$ cat src/sv/lph_pkg.sv
package lph_pkg;

	localparam logic [7:0] PROTO_UDP     = 8'h11;
	localparam logic [7:0] PROTO_TCP     = 8'h06;
	localparam int         ETH_HDR_LEN   = 14;
	localparam int         IHL_POS       = 14;
	localparam int         PROTO_POS     = 23;
	localparam int         UDP_HDR_LEN   = 8;
	localparam int         TCP_DOFF_REL  = 12;
	localparam logic [3:0] MIN_HDR_WORDS = 4'd5;

	typedef enum logic [1:0] {
		KIND_UDP   = 2'd0,
		KIND_TCP   = 2'd1,
		KIND_OTHER = 2'd2,
		KIND_TRUNC = 2'd3
	} kind_t;

	typedef struct packed {
		logic [7:0] data_byte;
		logic       last_byte;
	} in_item_t;

	typedef struct packed {
		logic signed [31:0] payload_hash;
		kind_t              packet_kind;
	} result_t;

	// One classified byte on its way from the parser to the hash engine.
	typedef struct packed {
		logic [7:0] data_byte;
		logic       last_byte;
		logic       hash_en;
		kind_t      kind;
	} mid_item_t;

	function automatic logic [3:0] clamp_words(input logic [3:0] w);
		clamp_words = (w < MIN_HDR_WORDS) ? MIN_HDR_WORDS : w;
	endfunction

endpackage

$ cat src/sv/lph_fifo.sv
module lph_fifo #(
	parameter int WIDTH = 8,
	parameter int DEPTH = 4
) (
	input  logic                     clk,
	input  logic                     arst_n,
	input  logic                     wr_en,
	input  logic [WIDTH-1:0]         wr_data,
	input  logic                     rd_en,
	output logic [WIDTH-1:0]         rd_data,
	output logic                     full,
	output logic                     empty,
	output logic [$clog2(DEPTH):0]   level
);

	localparam int AW = $clog2(DEPTH);

	logic [WIDTH-1:0] mem_q [DEPTH];
	logic [AW-1:0]    wr_ptr_q;
	logic [AW-1:0]    rd_ptr_q;
	logic [AW:0]      count_q;

	always_ff @(posedge clk) begin
		if (wr_en) begin
			mem_q[wr_ptr_q] <= wr_data;
		end
	end

	always_ff @(posedge clk or negedge arst_n) begin
		if (!arst_n) begin
			wr_ptr_q <= '0;
			rd_ptr_q <= '0;
			count_q  <= '0;
		end else begin
			if (wr_en) begin
				wr_ptr_q <= wr_ptr_q + AW'(1);
			end
			if (rd_en) begin
				rd_ptr_q <= rd_ptr_q + AW'(1);
			end
			case ({wr_en, rd_en})
				2'b10: count_q <= count_q + (AW+1)'(1);
				2'b01: count_q <= count_q - (AW+1)'(1);
				default: count_q <= count_q;
			endcase
		end
	end

	assign rd_data = mem_q[rd_ptr_q];
	assign full    = (count_q == (AW+1)'(DEPTH));
	assign empty   = (count_q == '0);
	assign level   = count_q;

endmodule

$ cat src/sv/lph_front.sv
module lph_front import lph_pkg::*; #(
	parameter int MAX_PACKET_BYTES = 2048
) (
	input  logic      clk,
	input  logic      arst_n,
	input  logic      accept,
	input  in_item_t  item,
	output mid_item_t mid_item
);

	localparam int POS_W = $clog2(MAX_PACKET_BYTES);
	localparam int CMP_W = ((POS_W > 8) ? POS_W : 8) + 1;
	localparam logic [POS_W-1:0] POS_LIMIT = POS_W'(MAX_PACKET_BYTES - 1);

	logic [POS_W-1:0] pos_q;
	logic [7:0]       proto_q;
	logic [3:0]       ihl_q;
	logic [7:0]       pstart_q;

	logic [CMP_W-1:0] pos_x;
	logic [CMP_W-1:0] len_x;
	logic [3:0]       ihl_n;
	logic [7:0]       proto_n;
	logic [7:0]       pstart_n;
	logic [7:0]       ip_end;
	logic [7:0]       doff_pos;
	logic             is_l4;
	logic             past_proto;
	kind_t            kind;

	always_comb begin
		pos_x      = CMP_W'(pos_q);
		len_x      = pos_x + CMP_W'(1);
		past_proto = (pos_x > CMP_W'(PROTO_POS));

		ihl_n = (pos_x == CMP_W'(IHL_POS)) ? clamp_words(item.data_byte[3:0]) : ihl_q;
		ip_end   = 8'(ETH_HDR_LEN) + {2'b00, ihl_n, 2'b00};
		doff_pos = ip_end + 8'(TCP_DOFF_REL);

		proto_n  = proto_q;
		pstart_n = pstart_q;
		if (pos_x == CMP_W'(PROTO_POS)) begin
			proto_n = item.data_byte;
			if (item.data_byte == PROTO_UDP) begin
				pstart_n = ip_end + 8'(UDP_HDR_LEN);
			end else if (item.data_byte == PROTO_TCP) begin
				pstart_n = ip_end + {2'b00, MIN_HDR_WORDS, 2'b00};
			end else begin
				pstart_n = '0;
			end
		end
		// The TCP data offset sits in the high nibble of TCP header byte 12.
		if (past_proto && proto_n == PROTO_TCP && pos_x == CMP_W'(doff_pos)) begin
			pstart_n = ip_end + {2'b00, clamp_words(item.data_byte[7:4]), 2'b00};
		end

		is_l4 = past_proto && (proto_n == PROTO_UDP || proto_n == PROTO_TCP);

		if (len_x <= CMP_W'(PROTO_POS)) begin
			kind = KIND_TRUNC;
		end else if (proto_n == PROTO_UDP || proto_n == PROTO_TCP) begin
			if (len_x < CMP_W'(pstart_n)) begin
				kind = KIND_TRUNC;
			end else begin
				kind = (proto_n == PROTO_UDP) ? KIND_UDP : KIND_TCP;
			end
		end else begin
			kind = KIND_OTHER;
		end

		mid_item.data_byte = item.data_byte;
		mid_item.last_byte = item.last_byte;
		mid_item.hash_en   = is_l4 && (pos_x >= CMP_W'(pstart_n));
		mid_item.kind      = kind;
	end

	always_ff @(posedge clk or negedge arst_n) begin
		if (!arst_n) begin
			pos_q    <= '0;
			proto_q  <= '0;
			ihl_q    <= '0;
			pstart_q <= '0;
		end else if (accept) begin
			if (item.last_byte) begin
				pos_q    <= '0;
				proto_q  <= '0;
				ihl_q    <= '0;
				pstart_q <= '0;
			end else begin
				proto_q  <= proto_n;
				ihl_q    <= ihl_n;
				pstart_q <= pstart_n;
				if (pos_q < POS_LIMIT) begin
					pos_q <= pos_q + POS_W'(1);
				end
			end
		end
	end

endmodule

$ cat src/sv/lph_back.sv
module lph_back import lph_pkg::*; (
	input  logic      clk,
	input  logic      arst_n,
	input  mid_item_t mid_item,
	input  logic      mid_empty,
	output logic      mid_pop,
	input  logic      pop,
	output logic      empty,
	output result_t   result
);

	localparam int OUT_DEPTH = 4;
	localparam int LVL_W     = $clog2(OUT_DEPTH) + 1;

	logic [31:0] hash_q;
	logic [31:0] sum1;
	logic [31:0] sum2;
	logic [31:0] hash_upd;

	logic        v_s1, v_s2, v_s3;
	logic [31:0] hash_s1, hash_s2, hash_s3;
	kind_t       kind_s1, kind_s2, kind_s3;

	logic [31:0] mix1;
	logic [31:0] mix2;
	logic [31:0] mix3;
	logic [31:0] abs_hash;
	result_t     res_in;
	logic [$bits(result_t)-1:0] res_out;
	logic [LVL_W-1:0] out_level;
	logic        out_full;
	logic [LVL_W-1:0] pending;
	logic        room;

	// Results already queued plus those still in the mix pipeline must fit.
	always_comb begin
		pending = out_level + LVL_W'(v_s1) + LVL_W'(v_s2) + LVL_W'(v_s3);
		room    = (pending < LVL_W'(OUT_DEPTH));
		mid_pop = !mid_empty && (!mid_item.last_byte || room);
	end

	always_comb begin
		sum1     = hash_q + {24'b0, mid_item.data_byte};
		sum2     = sum1 + (sum1 << 10);
		hash_upd = mid_item.hash_en ? (sum2 ^ 32'($signed(sum2) >>> 6)) : hash_q;
	end

	always_ff @(posedge clk or negedge arst_n) begin
		if (!arst_n) begin
			hash_q <= '0;
			v_s1   <= 1'b0;
			v_s2   <= 1'b0;
			v_s3   <= 1'b0;
		end else begin
			if (mid_pop) begin
				hash_q <= mid_item.last_byte ? '0 : hash_upd;
			end
			v_s1 <= mid_pop && mid_item.last_byte;
			v_s2 <= v_s1;
			v_s3 <= v_s2;
		end
	end

	always_comb begin
		mix1 = hash_s1 + (hash_s1 << 3);
		mix2 = mix1 ^ 32'($signed(mix1) >>> 11);
		mix3 = hash_s2 + (hash_s2 << 15);
		// The negation of the most negative value wraps back onto itself.
		abs_hash = hash_s3[31] ? (32'd0 - hash_s3) : hash_s3;
		res_in.packet_kind  = kind_s3;
		res_in.payload_hash = (kind_s3 == KIND_UDP || kind_s3 == KIND_TCP) ? abs_hash : '0;
	end

	always_ff @(posedge clk) begin
		hash_s1 <= hash_upd;
		kind_s1 <= mid_item.kind;
		hash_s2 <= mix2;
		kind_s2 <= kind_s1;
		hash_s3 <= mix3;
		kind_s3 <= kind_s2;
	end

	lph_fifo #(
		.WIDTH($bits(result_t)),
		.DEPTH(OUT_DEPTH)
	) u_out_fifo (
		.clk     (clk),
		.arst_n  (arst_n),
		.wr_en   (v_s3),
		.wr_data (res_in),
		.rd_en   (pop && !empty),
		.rd_data (res_out),
		.full    (out_full),
		.empty   (empty),
		.level   (out_level)
	);

	always_comb begin
		result = res_out;
		if (out_full && v_s3) begin
			result = res_out;
		end
	end

endmodule

$ cat src/sv/l4_payload_oat_hash.sv
// Payload hash of Ethernet/IPv4 frames fed one byte per transaction, destination
// address first, with last_byte marking the final byte. The parser finds the UDP or
// TCP payload from the IHL, the protocol byte and the TCP data offset, and the hash
// engine runs a one-at-a-time hash with arithmetic right shifts over the payload
// bytes. One result per frame comes out of the result queue: the absolute value of
// the mixed hash and the kind (udp, tcp, other protocol, or truncated headers, the
// last two with hash 0). A byte is taken every cycle while the byte queue is not
// full; the per-byte hash update is a combinational loop on the running hash. A
// frame's last byte waits in the byte queue until the result queue has room, then
// passes the mix pipeline registers s1, s2 and s3; the last one writes the result
// queue. Frames longer than MAX_PACKET_BYTES keep hashing with the position held.
module l4_payload_oat_hash import lph_pkg::*; #(
	parameter int MAX_PACKET_BYTES = 2048
) (
	input  logic     clk,
	input  logic     arst_n,
	input  logic     push,
	output logic     full,
	input  in_item_t item,
	output logic     empty,
	input  logic     pop,
	output result_t  result
);

	localparam int MID_DEPTH = 4;

	mid_item_t front_item;
	mid_item_t back_item;
	logic [$bits(mid_item_t)-1:0] back_bits;
	logic      mid_empty;
	logic      mid_pop;
	logic      accept;
	logic [$clog2(MID_DEPTH):0] mid_level;

	assign accept    = push && !full;
	assign back_item = back_bits;

	lph_front #(
		.MAX_PACKET_BYTES(MAX_PACKET_BYTES)
	) u_front (
		.clk      (clk),
		.arst_n   (arst_n),
		.accept   (accept),
		.item     (item),
		.mid_item (front_item)
	);

	lph_fifo #(
		.WIDTH($bits(mid_item_t)),
		.DEPTH(MID_DEPTH)
	) u_mid_fifo (
		.clk     (clk),
		.arst_n  (arst_n),
		.wr_en   (accept),
		.wr_data (front_item),
		.rd_en   (mid_pop),
		.rd_data (back_bits),
		.full    (full),
		.empty   (mid_empty),
		.level   (mid_level)
	);

	lph_back u_back (
		.clk       (clk),
		.arst_n    (arst_n),
		.mid_item  (back_item),
		.mid_empty (mid_empty || (mid_level == '0)),
		.mid_pop   (mid_pop),
		.pop       (pop),
		.empty     (empty),
		.result    (result)
	);

endmodule
$ cat config.mk
export PLATFORM = sky130hd
export DESIGN_NAME = l4_payload_oat_hash
export DESIGN_NICKNAME = d
export VERILOG_FILES = /design/src/sv/lph_pkg.sv /design/src/sv/lph_fifo.sv /design/src/sv/lph_front.sv /design/src/sv/lph_back.sv /design/src/sv/l4_payload_oat_hash.sv
export SDC_FILE = /design/constraint.sdc
export NUM_CORES = 1
export LEC_CHECK = 0
export BUFFER_PORTS_ARGS = -buffer_cell sky130_fd_sc_hd__buf_2
export CAP_MARGIN = 20
export CORE_MARGIN = 2
export CORE_UTILIZATION = 57
export DETAILED_ROUTE_END_ITERATION = 6
export PLACE_DENSITY = 0.77
export SYNTH_ARGS = -nofsm -noshare
export SYNTH_HDL_FRONTEND = slang
export SYNTH_SLANG_ARGS = --single-unit
export TNS_END_PERCENT = 50
$ cat constraint.sdc
create_clock -name clk -period 5.75 [get_ports clk]
set_input_delay 1.15 -clock clk [delete_from_list [all_inputs] [get_ports clk]]
set_output_delay 1.15 -clock clk [all_outputs]
set_load 0.01 [all_outputs]
==> run summary <==
Status - completed
Share of the synthesized area in the top cell type - 29.5%
Critical path data required time - 6.15 ns
GRT Residual Overflow - 0
Most common cell in the netlist - edfxtp_1
Final ANT Viol Nets - 0
Synth Register Bits - 365
Synth area leaders - edfxtp_1, dfxtp_1, dfrtp_1
# setup viols final - 0
Sequential-to-total area share from yosys stat - 50.9%
Routed vias/inst - 5.91
Vias in the first global route - 12700
Arr. time, crit path - 5.91 ns
Fraction of layout cells with a size suffix above 1 - 14.2%
Top FF cell, synth - edfxtp_1
Hold buffer count at cts - 0
Post-synth EDFFs - 184
Critical path launch point - u_mid_fifo.rd_ptr_q[0]$_DFFE_PN0P_
Critical Path Source Type - flop
Die Area - 34400 um^2
DPL Wire Length - 29.6 mm
Hold Slack - 0.328 ns
Number of iterations in the first detailed-routing pass - 6
Clock-pin slew on the worst setup and hold paths - 0.06 ns
Tmin final - 5.51 ns
# H-tree levels - 2
Overall routing resource usage - 24.4%
Worst vdd ir - 0.771 mV
Synth Cell Area - 18700 um^2
Initial antenna violation count - 0
ANT cells - 0
Max-Cap Viols - 0
DIE WIDTH - 185 um
R2R depth - 25
PortBufs - 48
Setup TNS - 0 ns
Leakage - 8.65 nW
Crit path to - u_back.hash_s1[29]$_DFF_P_
Via Count - 12900
Hold Path Class - reg2reg
Clock Skew - 0.0210 ns
Synth Instances - 1633
Total CTS buffers - 38
Least-Margin Pin Slew - 0.976 ns
Max Fanout on Critical Path - 4
CTS tree - yes
Crit path capture type - flop
Routed length per instance - 19.0 um
Worst R2R End - u_back.hash_s1[29]$_DFF_P_
Max Fclk - 182 MHz
Initial Util - 57.8%
Clk root buf - clkbuf_16
CP Class - reg2reg
First-pass GRT wire length - 65.9 mm
Total nets after synthesis - 1765
# DRC - 0
Drt total wl - 41.5 mm
Final slew viol count - 0
Area leader, netlist - edfxtp_1
Async set-or-reset flop fraction in the synthesized netlist - 21.9%
Multi-input gate area - 8920 um^2
Register area - 9550 um^2
Vert. Die Dim - 185 um
Slew headroom - 34.8%
R2R Path Start - u_mid_fifo.rd_ptr_q[0]$_DFFE_PN0P_
Placer congestion estimate - 0.912
Post-synthesis area per instance - 11.5 um^2
Largest net degree at the start of global routing - 55
CTS Sinks - 365
Yosys warnings - 0
Library cells used by synthesis - 72
Design Power - 0.0141 W
Core Util, Final - 65.1%
CTS Buffer Depth - 3
Filler instances - 2445
Final net count - 1848
Drt initial violations - 1067
PwrDens - 667 nW/um^2
Top cells by count, synth - edfxtp_1, nand2_1, o21ai_0, ha_1, xnor2_1
Number of I/O pins - 49
Placement Rows - 66
Final hold vios - 0
Core area - 32500 um^2
Setup slack, reg-to-reg - 0.24 ns
Final period utilization - 95.8%
Layout area overhead - 12.7%
Worst-Skew Late Latency - 0.53 ns
[sequential cells by signal (all words and copies together) (netlist names)]
name	count
u_back.kind_s3	2
u_mid_fifo.rd_ptr_q	2
u_back.hash_s2	31
u_back.kind_s2	2
u_back.v_s1	1
u_front.ihl_q	4
u_back.v_s3	1
u_mid_fifo.level	3
u_back.kind_s1	2
u_back.hash_s1	32
u_front.proto_q	8
u_mid_fifo.mem_q	48
u_back.u_out_fifo.level	3
u_back.hash_q	32
u_front.pos_q	11
u_back.u_out_fifo.mem_q	136
u_back.u_out_fifo.rd_ptr_q	2
u_front.pstart_q	8
u_back.v_s2	1
u_back.u_out_fifo.wr_ptr_q	2
u_mid_fifo.wr_ptr_q	2
u_back.hash_s3	32
[worst max-delay path, cell delays in order, from the launching register on]
cell and delay (ns):
dfrtp_1 0.39, mux4_2 0.52, ha_1 0.23, fa_1 0.41
a21o_1 0.19, a21oi_2 0.18, o21bai_1 0.11, a21oi_2 0.19
o21bai_1 0.09, a21oi_2 0.16, buf_4 0.15, nand2b_2 0.16
nor2_1 0.07, nand2_1 0.09, xnor2_1 0.15, ha_1 0.28
a21oi_1 0.17, nor2b_1 0.07, o21ai_1 0.19, nor2b_2 0.20
o2111ai_2 0.15, a211oi_2 0.38, xnor2_2 0.18, mux2i_1 0.25
xor2_1 0.11, mux2_2 0.27
[logic make-up after synthesis]
group	share of synthesized area (%)
buffers and inverters	2.14
DFF	50.9
xor gates and xnor gates	9.48
muxes	6.43
AOI/OAI and AO/OA	11.7
and+or+nand+nor	10.9
adders and majority gates	8.37
[metal layers]
metal  GRT usage (%)  wire length [um]  share of wire [%]
met2            40.7             19900                 48
met1            32.7             18000                 43
met5               0                 0                  0
met3            3.26              2250                5.4
met4            9.17              1350                3.2
[layout by cell type, fill, tap and decap left out, drive strengths merged, types with 6 or more instances in the layout]
| cell type | n |
|---|---|
| nand2 | 136 |
| mux2i | 11 |
| a22oi | 11 |
| mux2 | 7 |
| and2 | 22 |
| and3 | 27 |
| xor2 | 93 |
| nand3 | 35 |
| nor2 | 104 |
| nor4 | 7 |
| a31oi | 10 |
| or2 | 7 |
| nand2b | 15 |
| fa | 8 |
| or3 | 14 |
| nor2b | 15 |
| clkbuf | 59 |
| a21oi | 71 |
| o41ai | 6 |
| mux4 | 45 |
| a21o | 38 |
| inv | 56 |
| o31ai | 14 |
| xnor2 | 110 |
| ha | 111 |
| dfrtp | 80 |
| o21a | 14 |
| o21ai | 132 |
| nor3 | 20 |
| o21bai | 8 |
| dfxtp | 101 |
| nand4 | 7 |
| buf | 93 |
| edfxtp | 184 |
[how the worst min path moves through the flow]
stage | to | from | cells after the start
detailed placement | u_back.kind_s3[0]$_DFF_P_ | u_back.kind_s2[0]$_DFF_P_ | 0
global route | u_back.kind_s3[0]$_DFF_P_ | u_back.kind_s2[0]$_DFF_P_ | 0
CTS | u_back.kind_s3[1]$_DFF_P_ | u_back.kind_s2[1]$_DFF_P_ | 0
floorplan | u_back.kind_s2[0]$_DFF_P_ | u_back.kind_s1[0]$_DFF_P_ | 0
finish | u_back.kind_s3[0]$_DFF_P_ | u_back.kind_s2[0]$_DFF_P_ | 0
global placement | u_back.kind_s3[1]$_DFF_P_ | u_back.kind_s2[1]$_DFF_P_ | 0
[power breakdown]
group,internal [W],total [W],switching (W)
logic,0.00315,0.00740,0.00424
registers,0.00358,0.00415,0.000572
clock network,0.00155,0.00254,0.000983
[through the flow]
stage | instance area (um^2) | setup slack, ns | cells
2_1_floorplan | 18800 | 0.00887 | 1633
3_3_place_gp | 19700 | 0.123 | 2115
3_5_place_dp | 19700 | 0.0226 | 2115
4_1_cts | 21000 | 0.0110 | 2184
5_1_grt | 21100 | -0.0851 | 2187
6_report | 21100 | 0.241 | 2187
[cell type report]
cell class,count,area share [%]
Clock inverter,10,0.675
Tap cell,442,2.62
Inverter,54,0.959
Clock buffer,59,5.57
Multi-Input combinational cell,1164,42.2
Timing Repair Buffer,93,2.75
Sequential cell,365,45.2
[what timing repair did]
item                       in CTS  in global routing
setup buffers                   0                  2
setup endpoints to repair       0                 42
gates resized for setup         0                 29
Note: power is estimated with default switching activity, not from simulation.
